[src/sv/gpp_ram.sv]
`default_nettype none

module gpp_ram #(
    parameter int WIDTH = 8,
    parameter int DEPTH = 256
) (
    input  wire logic                                       clk,
    input  wire logic                                       we,
    input  wire logic [((DEPTH > 1) ? $clog2(DEPTH) : 1)-1:0] waddr,
    input  wire logic [WIDTH-1:0]                           wdata,
    input  wire logic                                       re,
    input  wire logic [((DEPTH > 1) ? $clog2(DEPTH) : 1)-1:0] raddr,
    output logic      [WIDTH-1:0]                           rdata
);

    logic [WIDTH-1:0] mem [DEPTH];

    always_ff @(posedge clk)
    begin
        if (we)
        begin
            mem[waddr] <= wdata;
        end
        if (re)
        begin
            rdata <= mem[raddr];
        end
    end

endmodule

`default_nettype wire

[config.mk]
export PLATFORM = sky130hd
export DESIGN_NAME = gpp_ram
export DESIGN_NICKNAME = d
export VERILOG_FILES = /design/src/sv/gpp_ram.sv
export SDC_FILE = /design/constraint.sdc
export NUM_CORES = 2
export LEC_CHECK = 0
export BUFFER_PORTS_ARGS = -buffer_cell sky130_fd_sc_hd__buf_2
export CORE_ASPECT_RATIO = 1.5
export CORE_MARGIN = 2
export CORE_UTILIZATION = 25
export CTS_CLUSTER_DIAMETER = 40
export DETAILED_ROUTE_END_ITERATION = 12
export PLACE_DENSITY = 0.45
export SYNTH_ARGS = -nofsm -noshare
export SYNTH_HDL_FRONTEND = slang
export SYNTH_SLANG_ARGS = --single-unit
[constraint.sdc]
create_clock -name clk -period 2.6 [get_ports clk]
set_input_delay 0.13 -clock clk [delete_from_list [all_inputs] [get_ports clk]]
set_output_delay 0.13 -clock clk [all_outputs]
set_load 0.005 [all_outputs]
==> metrics.md <==
| Metric | Value |
|---|---|
| Status | completed |
| Total Power | approximately 70000 uW |
| H-Tree Depth | 4 |
| Detailed Place HPWL | approximately 160 mm |
| Std-Cell Rows | between 200 and 300 |
| Syn-to-layout area delta | 21.6% |
| Initial antenna violation count | 18 |
| Core ar. | ~320000 sq um |
| Post-Synth Simple-Gate Area | ~2.6% |
| Crit Path Class | flop to flop |
| Setup TNS Final | 0 ns |
| Hold Slack | 0.0699 ns |
| Adder-cell share of the synthesized area | 0% |
| Largest family of logic cells by synthesized area | multiplexers |
| Worst-Skew Late Latency | 0.86 ns |
| DRT antenna net count | 0 |
| Remaining global-route overflow | 0 |
| Yosys top cell by area | edfxtp_1 |
| Clock-pin slew on the worst setup and hold paths | ~0.070 ns |
| LEAKAGE | between 0.03 and 0.04 uW |
| RSZ-0062 raised after global routing | false |
| Fraction of synthesized area in multiplexers | 14.6% |
| Setup crit end kind | flop |
| Final nets | 4464 |
| Worst Tran Pin Value | just over 0.8 ns |
| Post-route setup slack | roughly 0.011 ns |
| MaxCap Viol Count | 0 |
| Synth top area share | ~78% |
| EDFF count, synth | approximately 2100 |
| Layout cell share with drive strength beyond 1 | between 30% and 40% |
| CP Launch Type | flop |
| Die H | 695 um |
| Clk sinks | between 2000 and 2500 |
| Ys flop type | edfxtp_1 |
| Max-slew violations | 0 |
| Largest stage delay on the critical path | 0.63 ns |
| Compound-cell area share of the yosys netlist | approximately 3.4% |
| Residual DRC count | 0 |
| Cells after Synth | 3733 |
| Wire per inst | 26.9 um |
| CP Max Fanout | 2 |
| Post-Syn Nets | approximately 3800 |
| Routed WL | between 200 and 250 mm |
| Worst endpoint data arrival time | 3.18 ns |
| IO Count | 35 |
| Post-place setup slack | -1.10 ns |
| Required time worst endpoint | approximately 3.2 ns |
| CTS tree | done |
| Die width | 465 um |
| Placed Cells | about 8400 |
| Clk_skew | between 0.05 and 0.06 ns |
| DIE AREA | 323000 sq um |
| Yosys cell types | 54 |
| Via count | 39843 |
| Vias in the first global route | roughly 42000 |
| Max-Slew Margin vs Limit | a little under half |
| Final worst path period share | between 90% and 100% |
| Synth async-reset ratio | 0% |
| Ranking of synthesized cells by area | edfxtp_1 (78%), mux4_2 (13%), mux2i_1 (1.7%), nor2_1 (1.3%), a22oi_1 (1.3%) |
| Pwr Density | ~700 nW/um^2 |
| GRT Util Overall | between 10 and 15% |
| Port Buffer Count | 34 |
| Crit-path cells | mux4_2 -> o311ai_0 -> o22ai_1 -> nor4_2 -> buf_4 -> nor4_2 |
| Synth Area in XOR/XNOR | 0% |
| Syn Std Cell Area | around 80000 sq um |
| Total CTS buffers | 197 |
| Avg Vias per Cell | roughly 4.5 |
| Ys Warns | 0 |
| Final Hold Viols | 0 |
| Worst hold path class | input pin to flop |
| Hold path cells | 4 |
| Maximum clock rate | a little under 0.4 GHz |
| Worst vdd ir | 0.000489 V |
| Placer congestion estimate | between 0.8 and 0.9 |
| CP max stage cell | nor4_2 |
| Clock buffer depth | 4 |
| Period minus WS final | roughly 2.6 ns |
| Critical Path Most Common Cell | nor4_2 |
| DRT Pass-1 Iters | 5 |
| Synth Area per Inst | roughly 21 sq um |
| Flip-flop and latch count after synthesis | slightly above 2000 |
| Initial Util | about a quarter |
| Post-synthesis sequential area ratio | between 70 and 80% |
| R2R depth | 6 |
| Final cell count without fillers | ~8800 |
| 1st-iter DRT viols | 3258 |
| Clk root buf | clkbuf_16 |
| First-pass GRT wire length | roughly 330 mm |
| Largest net degree at the start of global routing | 92 |
| Setup violations, final | 0 |
[cell usage in the layout, fill, tap and decap left out, drive strengths merged, types with 10 or more instances in the layout]
cell type,netlist,final
a211oi,16,16
mux2i,134,134
nand2,33,33
o21ai,12,12
a221oi,14,14
clkbuf,111,237
o221ai,47,47
clkinvlp,0,13
a22oi,133,133
buf,122,723
nor2,282,282
clkinv,1,69
nand4,10,10
edfxtp,2056,2056
a21oi,96,96
o22ai,28,28
dlygate4sd3,0,15
nor2b,31,31
bufinv,0,21
nor4,27,27
mux4,456,456
inv,1,14
nor3,22,22
nand3,34,34
o211ai,10,10
[power breakdown]
part           internal [uW]  switching [uW]  total (uW)  leakage, uW
clock network          16300           12700       29000      0.00310
registers              36500            47.2       36600       0.0185
logic                   1590            2500        4090      0.00894
total                  54400           15200       69700       0.0305
[worst paths after layout]
kind	start	to	slack (ns)
worst max-delay path	mem[234][6]	rdata[6]	0.01
worst min-delay path	waddr[6]	mem[239][1]	0.07
worst max register to register	mem[234][6]	rdata[6]	0.01
worst min register to register	mem[36][6]	rdata[6]	1.22
[sequential cells by signal, indices dropped and copies added, names as in the netlist]
name	count
mem	2048
rdata	8
[per-layer routing]
layer | track usage [%] | wire [um]
met1 | 15.9 | 86600
met2 | 28.5 | 135000
met3 | 1.52 | 8650
met4 | 4.07 | 6500
met5 | 0 | 0
[stage by stage]
| stage | cell area (sq um) | util [%] |
|---|---|---|
| 6_report | 96800 | 30.6 |
| 4_1_cts | 96800 | 30.5 |
| 5_1_grt | 96800 | 30.6 |
| 3_3_place_gp | 90100 | 28.4 |
| 3_5_place_dp | 90100 | 28.4 |
| 2_1_floorplan | 79600 | - |
[critical path, delay by kind of cell, from the launching register on]
kind | cells | cell delay (ns)
mux | 1 | 0.48
buf+inv | 1 | 0.27
flops | 1 | 0.38
compound gates | 2 | 0.51
simple gates | 2 | 0.68
[kinds of logic after synthesis]
| family | count (synthesis) |
|---|---|
| buffers and inverters | 235 |
| muxes | 591 |
| and+or+nand+nor | 466 |
| DFF | 2056 |
| AOI/OAI and AO/OA | 385 |
[layout make-up]
cell class | instances | area, sq um
Clock buffer | 237 | 5160
Multi-Input combinational cell | 1442 | 16700
Fill cell | 30684 | 220000
Tap cell | 4207 | 5260
Antenna cell | 8 | 20.0
Sequential cell | 2056 | 61700
Timing Repair Buffer | 738 | 6700
Clock inverter | 115 | 1200
Inverter | 2 | 7.51
[synth_stat cells, types with 3 or more instances]
master and count:
nand2_1 33, nand2b_1 8, buf_2 31, o211ai_1 10, buf_4 27, a22oi_1 133, buf_6 21, and2_1 6
o221ai_1 46, edfxtp_1 2056, nand3_1 34, nor4_2 3, a221oi_1 13, o21ai_0 10, buf_1 22, buf_8 13
a211oi_1 16, a22o_1 8, mux2i_1 134, a21oi_1 96, nor2_1 282, buf_12 8, nor2b_1 31, o32ai_1 4
o22ai_1 28, nor3_1 22, mux4_2 454, o22a_1 5, nor4_1 24, or2_2 4, clkbuf_1 111, nand4_1 10
[timing repair]
| action | 4_1_cts | 5_1_grt |
|---|---|---|
| pin swaps | 8 | 2 |
| hold buffers | 15 | 0 |
| hold endpoints to repair | 802 | 0 |
| resized for setup | 29 | 2 |
| setup buffers | 0 | 0 |
| setup endpoints to repair | 8 | 3 |
Note: power is estimated with default switching activity, not from simulation.
