File: src/sv/gpp_pkg.sv
`default_nettype none

package gpp_pkg;

    localparam int GRID_SIDE   = 8;
    localparam int MAX_LINES   = 1024;

    localparam int ROW_W       = $clog2(GRID_SIDE);
    localparam int STRIDE_W    = 3;
    localparam int ROW_MASK_W  = 8;
    localparam int MASK_W      = 64;
    localparam int MASK_IDX_W  = 6;
    localparam int LINE_W      = (MAX_LINES > 1) ? $clog2(MAX_LINES) : 1;
    localparam int CNT_W       = $clog2(MAX_LINES + 1);
    localparam int MASK_DEPTH  = MAX_LINES * 8;
    localparam int MADDR_W     = LINE_W + STRIDE_W;
    localparam int REG_W       = 7;
    localparam int COORD_W     = 8;
    localparam int DIFF_W      = 9;
    localparam int DUR_W       = 16;
    localparam int INDEX_W     = 10;

    typedef enum logic [2:0] {
        ACT_CLEAR = 3'd0,
        ACT_ADD   = 3'd1,
        ACT_GOTO  = 3'd2,
        ACT_NEXT  = 3'd3,
        ACT_PREV  = 3'd4
    } action_t;

    typedef enum logic [1:0] {
        ST_OK     = 2'd0,
        ST_FULL   = 2'd1,
        ST_BOUNDS = 2'd2,
        ST_EMPTY  = 2'd3
    } status_t;

    typedef enum logic {
        REG_X_LOWEST  = 1'b0,
        REG_Y_HIGHEST = 1'b1
    } reg_index_t;

    typedef struct packed {
        logic add;
        logic flush;
    } build_ctl_t;

endpackage

`default_nettype wire

File: src/sv/gpp_build.sv
`default_nettype none

module gpp_build (
    input  wire logic                                clk,
    input  wire logic                                rst_n,
    input  wire gpp_pkg::build_ctl_t                 ctl,
    input  wire logic signed [gpp_pkg::COORD_W-1:0]  x,
    input  wire logic signed [gpp_pkg::COORD_W-1:0]  y,
    input  wire logic                                point_present,
    input  wire logic signed [gpp_pkg::REG_W-1:0]    x_lowest,
    input  wire logic signed [gpp_pkg::REG_W-1:0]    y_highest,
    output logic             [gpp_pkg::MASK_W-1:0]   masks,
    output logic                                     bad
);

    import gpp_pkg::*;

    logic [MASK_W-1:0]        masks_reg;
    logic [MASK_W-1:0]        masks_next;
    logic                     bad_reg;
    logic                     bad_next;
    logic signed [DIFF_W-1:0] col_d;
    logic signed [DIFF_W-1:0] row_d;
    logic                     in_grid;
    logic [MASK_IDX_W-1:0]    bit_idx;

    always_comb
    begin
        col_d   = {x[COORD_W-1], x} - {{2{x_lowest[REG_W-1]}}, x_lowest};
        row_d   = {{2{y_highest[REG_W-1]}}, y_highest} - {y[COORD_W-1], y};
        in_grid = !col_d[DIFF_W-1] && (col_d[DIFF_W-2:0] < (DIFF_W-1)'(GRID_SIDE))
               && !row_d[DIFF_W-1] && (row_d[DIFF_W-2:0] < (DIFF_W-1)'(GRID_SIDE));
        bit_idx = {row_d[2:0], col_d[2:0]};

        masks_next = masks_reg;
        bad_next   = bad_reg;
        if (ctl.flush)
        begin
            masks_next = '0;
            bad_next   = 1'b0;
        end
        else if (ctl.add && point_present)
        begin
            if (in_grid)
            begin
                masks_next = masks_reg | (MASK_W'(1) << bit_idx);
            end
            else
            begin
                bad_next = 1'b1;
            end
        end
    end

    always_ff @(posedge clk or negedge rst_n)
    begin
        if (!rst_n)
        begin
            masks_reg <= '0;
            bad_reg   <= 1'b0;
        end
        else
        begin
            masks_reg <= masks_next;
            bad_reg   <= bad_next;
        end
    end

    assign masks = masks_reg;
    assign bad   = bad_reg;

endmodule

`default_nettype wire
File: config.mk
export PLATFORM = sky130hd
export DESIGN_NAME = gpp_build
export DESIGN_NICKNAME = d
export VERILOG_FILES = /design/src/sv/gpp_pkg.sv /design/src/sv/gpp_build.sv
export SDC_FILE = /design/constraint.sdc
export NUM_CORES = 1
export LEC_CHECK = 0
export BUFFER_PORTS_ARGS = -buffer_cell sky130_fd_sc_hd__buf_4
export CORE_MARGIN = 2
export CORE_UTILIZATION = 25
export CTS_CLUSTER_DIAMETER = 120
export CTS_CLUSTER_SIZE = 40
export DETAILED_ROUTE_END_ITERATION = 8
export PLACE_DENSITY_LB_ADDON = 0.05
export SETUP_SLACK_MARGIN = 0.4
export SLEW_MARGIN = 0
export SYNTH_ARGS = -nofsm -noshare
export SYNTH_HDL_FRONTEND = slang
export SYNTH_SLANG_ARGS = --single-unit
File: constraint.sdc
create_clock -name clk -period 0.9 [get_ports clk]
set_input_delay 0.09 -clock clk [delete_from_list [all_inputs] [get_ports clk]]
set_output_delay 0.09 -clock clk [all_outputs]
set_load 0.1 [all_outputs]
==> results of run 1 <==
## kinds of logic (layout without fill, tap and decap cells)
| kind of cell | count (synthesis) | after routing | synth area share (%) |
|---|---|---|---|
| and+or+nand+nor | 117 | 117 | 14.7 |
| adders and majority gates | 19 | 19 | 7.26 |
| buffers and inverters | 60 | 241 | 6.80 |
| muxes | 3 | 3 | 0.899 |
| AOI/OAI and AO/OA | 93 | 93 | 21.8 |
| DFF | 65 | 65 | 46.7 |
| xor gates and xnor gates | 7 | 7 | 1.76 |
## synthesized netlist by cell type, types with 2 or more instances
cell,number
a21oi_1,9
a22o_1,2
buf_1,4
buf_2,2
clkbuf_1,14
dfrtp_1,65
fa_1,2
ha_1,17
inv_1,38
mux2i_1,2
nand2_1,61
nand2b_1,8
nand4_1,3
nor2_1,24
nor2b_1,2
nor3_1,7
nor4_1,4
o21ai_0,5
o2bb2ai_1,49
o32ai_1,16
or3_1,4
xnor2_1,3
xor2_1,4
## how the worst max path moves through the flow
| stage | start | end | slack [ns] | cells past startpoint |
|---|---|---|---|---|
| after global placement | y_highest[0] | masks[24]$_DFFE_PN0P_ | -1.55 | 12 |
| final | y_highest[0] | masks[55]$_DFFE_PN0P_ | -1.18 | 12 |
| after CTS | y_highest[0] | masks[27]$_DFFE_PN0P_ | -1.16 | 12 |
| after global routing | y_highest[0] | masks[55]$_DFFE_PN0P_ | -1.30 | 12 |
| after detailed placement | y_highest[0] | masks[33]$_DFFE_PN0P_ | -1.67 | 12 |
| after floorplan | y_highest[0] | masks[38]$_DFFE_PN0P_ | -1.29 | 11 |
## layout make-up
type                            count  area share, %
Clock buffer                       10           3.33
Clock inverter                      5          0.836
Inverter                           38           2.25
Multi-Input combinational cell    239           29.1
Sequential cell                    65           27.0
Tap cell                          180           3.27
Timing Repair Buffer              188           34.2
## worst reg2reg max path, stage by stage, from the launching register on
cell and delay (ns):
dfrtp_4 0.49, buf_4 0.14, buf_4 0.12, inv_1 0.05
o32ai_2 0.07
## routing by layer
metal	up-vias	track usage, %	wire [µm]
met5	-	0	0
met4	0	3.88	130
met3	10	4.17	477
met2	62	25.3	5660
met1	1637	23.1	5540
li1	1641	-	-
## what timing repair did
action,4_1_cts,5_1_grt
setup endpoints to repair,130,130
gates cloned,0,1
hold endpoints to repair,65,65
resized for setup,213,38
setup buffers,17,16
pin swaps,9,1
## stage by stage
step / cells / utilization, % / setup WS, ns / setup TNS, ns / area (µm²)
floorplan: 364 / - / -1.29 / -77.93 / 3830
CTS: 708 / 47.3 / -1.16 / -82.20 / 6490
finish: 725 / 50.2 / -1.18 / -83.69 / 6890
global placement: 676 / 37.6 / -1.55 / -96.38 / 5150
detailed placement: 676 / 37.6 / -1.67 / -101.11 / 5150
global route: 725 / 50.2 / -1.30 / -93.58 / 6890
## power by group through the flow
stage,registers [µW],clock network [µW],logic [µW]
2_1_floorplan,3020,0,648
3_3_place_gp,2990,0,1310
3_5_place_dp,2990,0,1320
4_1_cts,2930,3480,1360
5_1_grt,2930,3610,1570
6_report,2930,3400,1410
==> metrics.txt, run 1 <==
worst reg2reg setup slack=-0.09 ns; layout cells sized above 1=58.2%; cell mode on critical path=buf_12; crit-path max FO=8; RSZ-0062 raised after global routing=true; vias per cell=about 4.6; die area=approximately 15000 µm²; clock skew=0 ns; register area share after synthesis=46.7%; commonest non-fill, non-tap cells in the layout=buf_4 (111), buf_12 (72), dfrtp_4 (62); Flop pwr share=37.8%; crit-path cells=buf_8, inv_12, ha_4, fa_2, and2b_2, o31a_1, o21ai_2, a2111oi_4, nand4_1, buf_12, buf_12, o32ai_2; Synth-to-Final Area Change=97.9%; CP required=1.13 ns; Net Sw Frac=between 20% and 30%; Mapped Nets=~420; Yosys warnings=0; Starting Density=25.4%; Final nets=595; core footprint=approximately 14000 µm²; commonest non-fill, non-tap cell in the layout=buf_4; register area=about 1900 µm²; Die H=~120 µm; sw power=roughly 2000 µW; Gate Count Post-Synth=roughly 360; failing checks=hold timing, setup timing; global-route wire length before repair=approximately 19000 µm; Crit-path slowest cell=fa_2; Rows=43; final worst slack=-1.18 ns; Avg Cell Area, Syn=9.56 µm²; dominant cell type by area after synthesis=dfrtp_1; ys async rst share=100%; max_slew headroom=approximately three quarters; Comb power frac=18.2%; routability cong.=about 0.74; initial antenna violation count=0; critical path endpoint category=flip-flop; clock buffer count from CTS=9; Max clock buf depth=2; clock share of power=between 40% and 50%; flops & latches, synth=65; drc violations=0; max incr delay on CP=around 0.33 ns; WP data arrival=between 2 and 2.5 ns; R2R depth=4; drt first pass iters=5; Worst VDD drop=between 800 and 900 µV; Layout fillers=1285; Lkg Pwr=roughly 0.0027 µW; synth top area cells=dfrtp_1 (47%), o2bb2ai_1 (12%), nand2_1 (6.6%), ha_1 (6.1%), inv_1 (4.1%); vias in the first global route=3577; via count=roughly 3400; clock-pin slew on the worst setup and hold paths=0.06 ns; CTS tree=built; critical path type=input port to flip-flop; final setup violating endpoints=130; Setup crit start kind=input port; largest net degree at the start of global routing=66; count of pins over their slew limit=0; number of flops mapped to enable cells by yosys=0; post-synthesis cell type count=42; Buf/Inv on CP=4; HPWL after DPL=about 7700 µm; max reg flops=64; max_cap viols=0; min cycle time layout=2.08 ns; clk sinks=65; Synth top area share=46.7%; Fmax achieved=481 MHz; CP top delay family=compound AO/OA/AOI/OAI gates; clk root buf=clkbuf_16; Tcrit/Tclk final=231%; Reg-to-Reg Start=masks[19]$_DFFE_PN0P_; worst min path class=input port to asynchronous set/reset pin; Power Internal=5700 µW; Overall Power=about 7700 µW; GR Overflow Total=0; diode count=0; IO Port Bufs=99; H-tree lvl count=3; WL/cell=approximately 16 µm; Post-Route WL=about 12000 µm; worst slew pin tran=~0.38 ns; Hold Violations, Final=65; worst-skew pair later-pin latency=~0.32 ns; area of the multi-input gates=about 2000 µm²; GR Util All Layers=between 10% and 20%; outcome=finished with violations; DIE WIDTH=roughly 120 µm; worst hold slack=-0.238 ns; P per Cell Area=roughly 1100 nW/µm²; Synth Flop Type=dfrtp_1; Mapped Area=~3500 µm²; Routed Antenna Nets=0; r2r endpoint=masks[19]$_DFFE_PN0P_; First DRT Iteration DRCs=about 140; IO Count=100
Power figures use the tool's default switching activity.
==> run 2: changes to the inputs <==
--- a/config.mk
+++ b/config.mk
@@ -5,6 +5,7 @@
 export SDC_FILE = /design/constraint.sdc
 export NUM_CORES = 1
 export LEC_CHECK = 0
+export ABC_AREA = 1
 export BUFFER_PORTS_ARGS = -buffer_cell sky130_fd_sc_hd__buf_4
 export CORE_MARGIN = 2
 export CORE_UTILIZATION = 25
==> run 2 against run 1 <==
The run still ends with hold timing, setup timing left. Routed wire length increased by 53%. Via count rose by 55%. Flip-flop and latch count is the same. Non-clock buffer count grew 41. Power increased by 31%. Count of clock-buffer cells in the layout rose by 3. Setup slack gained 0.25 ns. Register-to-register slack lost 0.09 ns. Critical path type unchanged. Clock power grew 18%. Maximum frequency rose by 14%. Area after synthesis up 39%. Global-route usage increased by 1.1 points.
==> metrics.txt, run 2 <==
crit-path max FO=44; Post-Route WL=roughly 18000 µm; critical path type=input port to flip-flop; Synth-to-Final Area Change=74.7%; register area=1870 µm²; via count=just over 5000; IO Port Bufs=99; min cycle time layout=roughly 1.8 ns; routability cong.=roughly 0.8; Power Internal=slightly below 7000 µW; Mapped Area=between 4000 and 5000 µm²; Layout fillers=approximately 1900; Final Util=44.9%; CTS tree=built; diode count=0; Synth top area share=roughly 34%; Lkg Pwr=approximately 0.0038 µW; clock buffer count from CTS=9; dominant cell type by area after synthesis=dfrtp_1; failing checks=hold timing, setup timing; post-synthesis cell type count=32; outcome=finished with violations; DP Cell Count=1030; largest net degree at the start of global routing=66; clock share of power=39.6%; area of the multi-input gates=2830 µm²; RSZ-0062 raised after global routing=true; layout cells sized above 1=47.6%; DIE WIDTH=about 140 µm; clock skew=0 ns; die area=roughly 20000 µm²; max_slew headroom=72.4%; clk sinks=65; Final nets=907; Worst VDD drop=984 µV; crit path from=y_highest[0]; synth top area cells=dfrtp_1 (34%), nand3_1 (13%), nand2_1 (9.0%), a21oi_1 (7.2%), inv_1 (6.4%); WP data arrival=between 2 and 2.5 ns; global-route wire length before repair=28100 µm; First DRT Iteration DRCs=a little over 200; WL/cell=approximately 16 µm; worst slew pin tran=roughly 0.4 ns; max reg flops=64; flops & latches, synth=65; Routed Antenna Nets=0; HPWL after DPL=~12000 µm; critical path endpoint category=flip-flop; Hold Violations, Final=between 60 and 70; drt first pass iters=5; core footprint=~19000 µm²; Reg-to-Reg Start=masks[3]$_DFFE_PN0P_; Yosys warnings=0; clock-pin slew on the worst setup and hold paths=around 0.06 ns; Starting Density=between 20 and 30%; worst-skew pair later-pin latency=0.34 ns; sw power=between 3000 and 4000 µW; Die H=143 µm; commonest non-fill, non-tap cells in the layout=buf_4 (142), nand2_1 (112), inv_1 (79); commonest non-fill, non-tap cell in the layout=buf_4; count of pins over their slew limit=0; Avg Cell Area, Syn=between 7 and 8 µm²; register area share after synthesis=33.5%; worst hold slack=-0.290 ns; Max clock buf depth=2; Comb power frac=between 30% and 40%; ys async rst share=100%; vias per cell=4.63; drc violations=0; final worst slack=-0.931 ns; Mapped Nets=between 700 and 800; P per Cell Area=around 1200 nW/µm²; Commonest cells post-synth=nand3_1 (125), nand2_1 (116), inv_1 (83); Gate Count Post-Synth=~660; Net Sw Frac=32.7%; H-tree lvl count=3; Fmax achieved=~550 MHz; R2R depth=5; max_cap viols=0; final setup violating endpoints=130; Tcrit/Tclk final=203%; CP required=between 1 and 1.5 ns; Flop pwr share=30.3%; number of flops mapped to enable cells by yosys=0; GR Overflow Total=0; Setup crit start kind=input port; setup TNS=-71.14 ns; vias in the first global route=~5100; GR Util All Layers=between 10% and 20%; clk root buf=clkbuf_16; Non-Filler Instances=between 1000 and 1500; Rows=50; worst min path class=input port to asynchronous set/reset pin; initial antenna violation count=0; Synth Flop Type=dfrtp_1; IO Count=100; count leader, synth=nand3_1
-- run 2: changes by cell type after synthesis, sizes merged, moves of 5 or more --
| cell | change |
|---|---|
| a21oi | +62 |
| clkbuf | +6 |
| nand2 | +61 |
| nand4 | +41 |
| o2bb2ai | -49 |
| nand3 | +141 |
| o32ai | -16 |
| nor2 | +31 |
| nand2b | -8 |
| inv | +46 |
| o21ai | -5 |
| buf | +19 |
-- run 2: through the flow --
stage          power (µW)  setup slack, ns  area (µm²)
6_report            10100           -0.931        8480
5_1_grt             10600            -1.09        8480
4_1_cts             10100           -0.875        8220
3_5_place_dp         5800            -1.25        6460
3_3_place_gp         5800            -1.28        6460
2_1_floorplan        4750           -0.954        5210
-- run 2: layout make-up --
type / instances / area share, %
multi-input combinational: 464 / 33.4
clock inverter: 2 / 0.708
tap: 260 / 3.84
clock buffer: 13 / 3.19
timing repair buffer: 229 / 33.0
inverter: 84 / 3.87
sequential: 65 / 22.1
-- run 2: cells by family (layout without fill, tap and decap cells) --
group	count (synthesis)	in the layout	synth area share [%]
flip-flops	65	65	33.5
AO/OA/AOI/OAI	73	73	7.73
adder cells (fa/ha/maj)	19	19	5.21
XOR/XNOR	2	2	0.361
buffers and inverters	133	328	15.0
AND/OR/NAND/NOR	369	370	38.2
-- run 2: final timing paths --
path | end | slack, ns
max | masks[44]$_DFFE_PN0P_ | -0.93
max in group asynchronous | masks[9]$_DFFE_PN0P_ | 0.93
min in group clk | bad$_DFFE_PN0P_ | 0.24
min | masks[26]$_DFFE_PN0P_ | -0.29
max reg2reg | masks[3]$_DFFE_PN0P_ | -0.18
min reg2reg | masks[55]$_DFFE_PN0P_ | 0.61
-- run 2: what timing repair did --
item | 4_1_cts | 5_1_grt
buffers inserted | 63 | 2
resized for setup | 220 | 26
endpoints found under the hold margin | 65 | 65
setup endpoints to repair | 130 | 130
cloned | 1 | 6
pin swaps | 3 | 31
-- run 2: routing by layer --
layer / wire length (µm) / track usage [%]
met1: 8460 / 24.1
met2: 8830 / 28.5
met3: 653 / 3.33
met4: 148 / 4.23
met5: 0 / 0
-- run 2: worst max-delay path: stages --
cell	delay, ns
buf_4	0.08
inv_1	0.05
ha_4	0.16
fa_2	0.34
inv_2	0.06
nand3_2	0.06
nand2_1	0.09
nand2_2	0.06
nand2_1	0.06
nand2_1	0.05
nor2_1	0.07
nand2_1	0.10
nor2_4	0.15
buf_4	0.13
nand4_4	0.09
buf_12	0.23
nand3_1	0.10
nand2_1	0.06
-- run 2: power by group through the flow --
| stage | clock network, µW | logic [µW] | registers [µW] |
|---|---|---|---|
| after global placement | 0 | 2680 | 3120 |
| final | 4010 | 3050 | 3070 |
| after CTS | 4110 | 2960 | 3060 |
| after floorplan | 0 | 1280 | 3470 |
| after detailed placement | 0 | 2680 | 3120 |
| after global routing | 4230 | 3300 | 3070 |
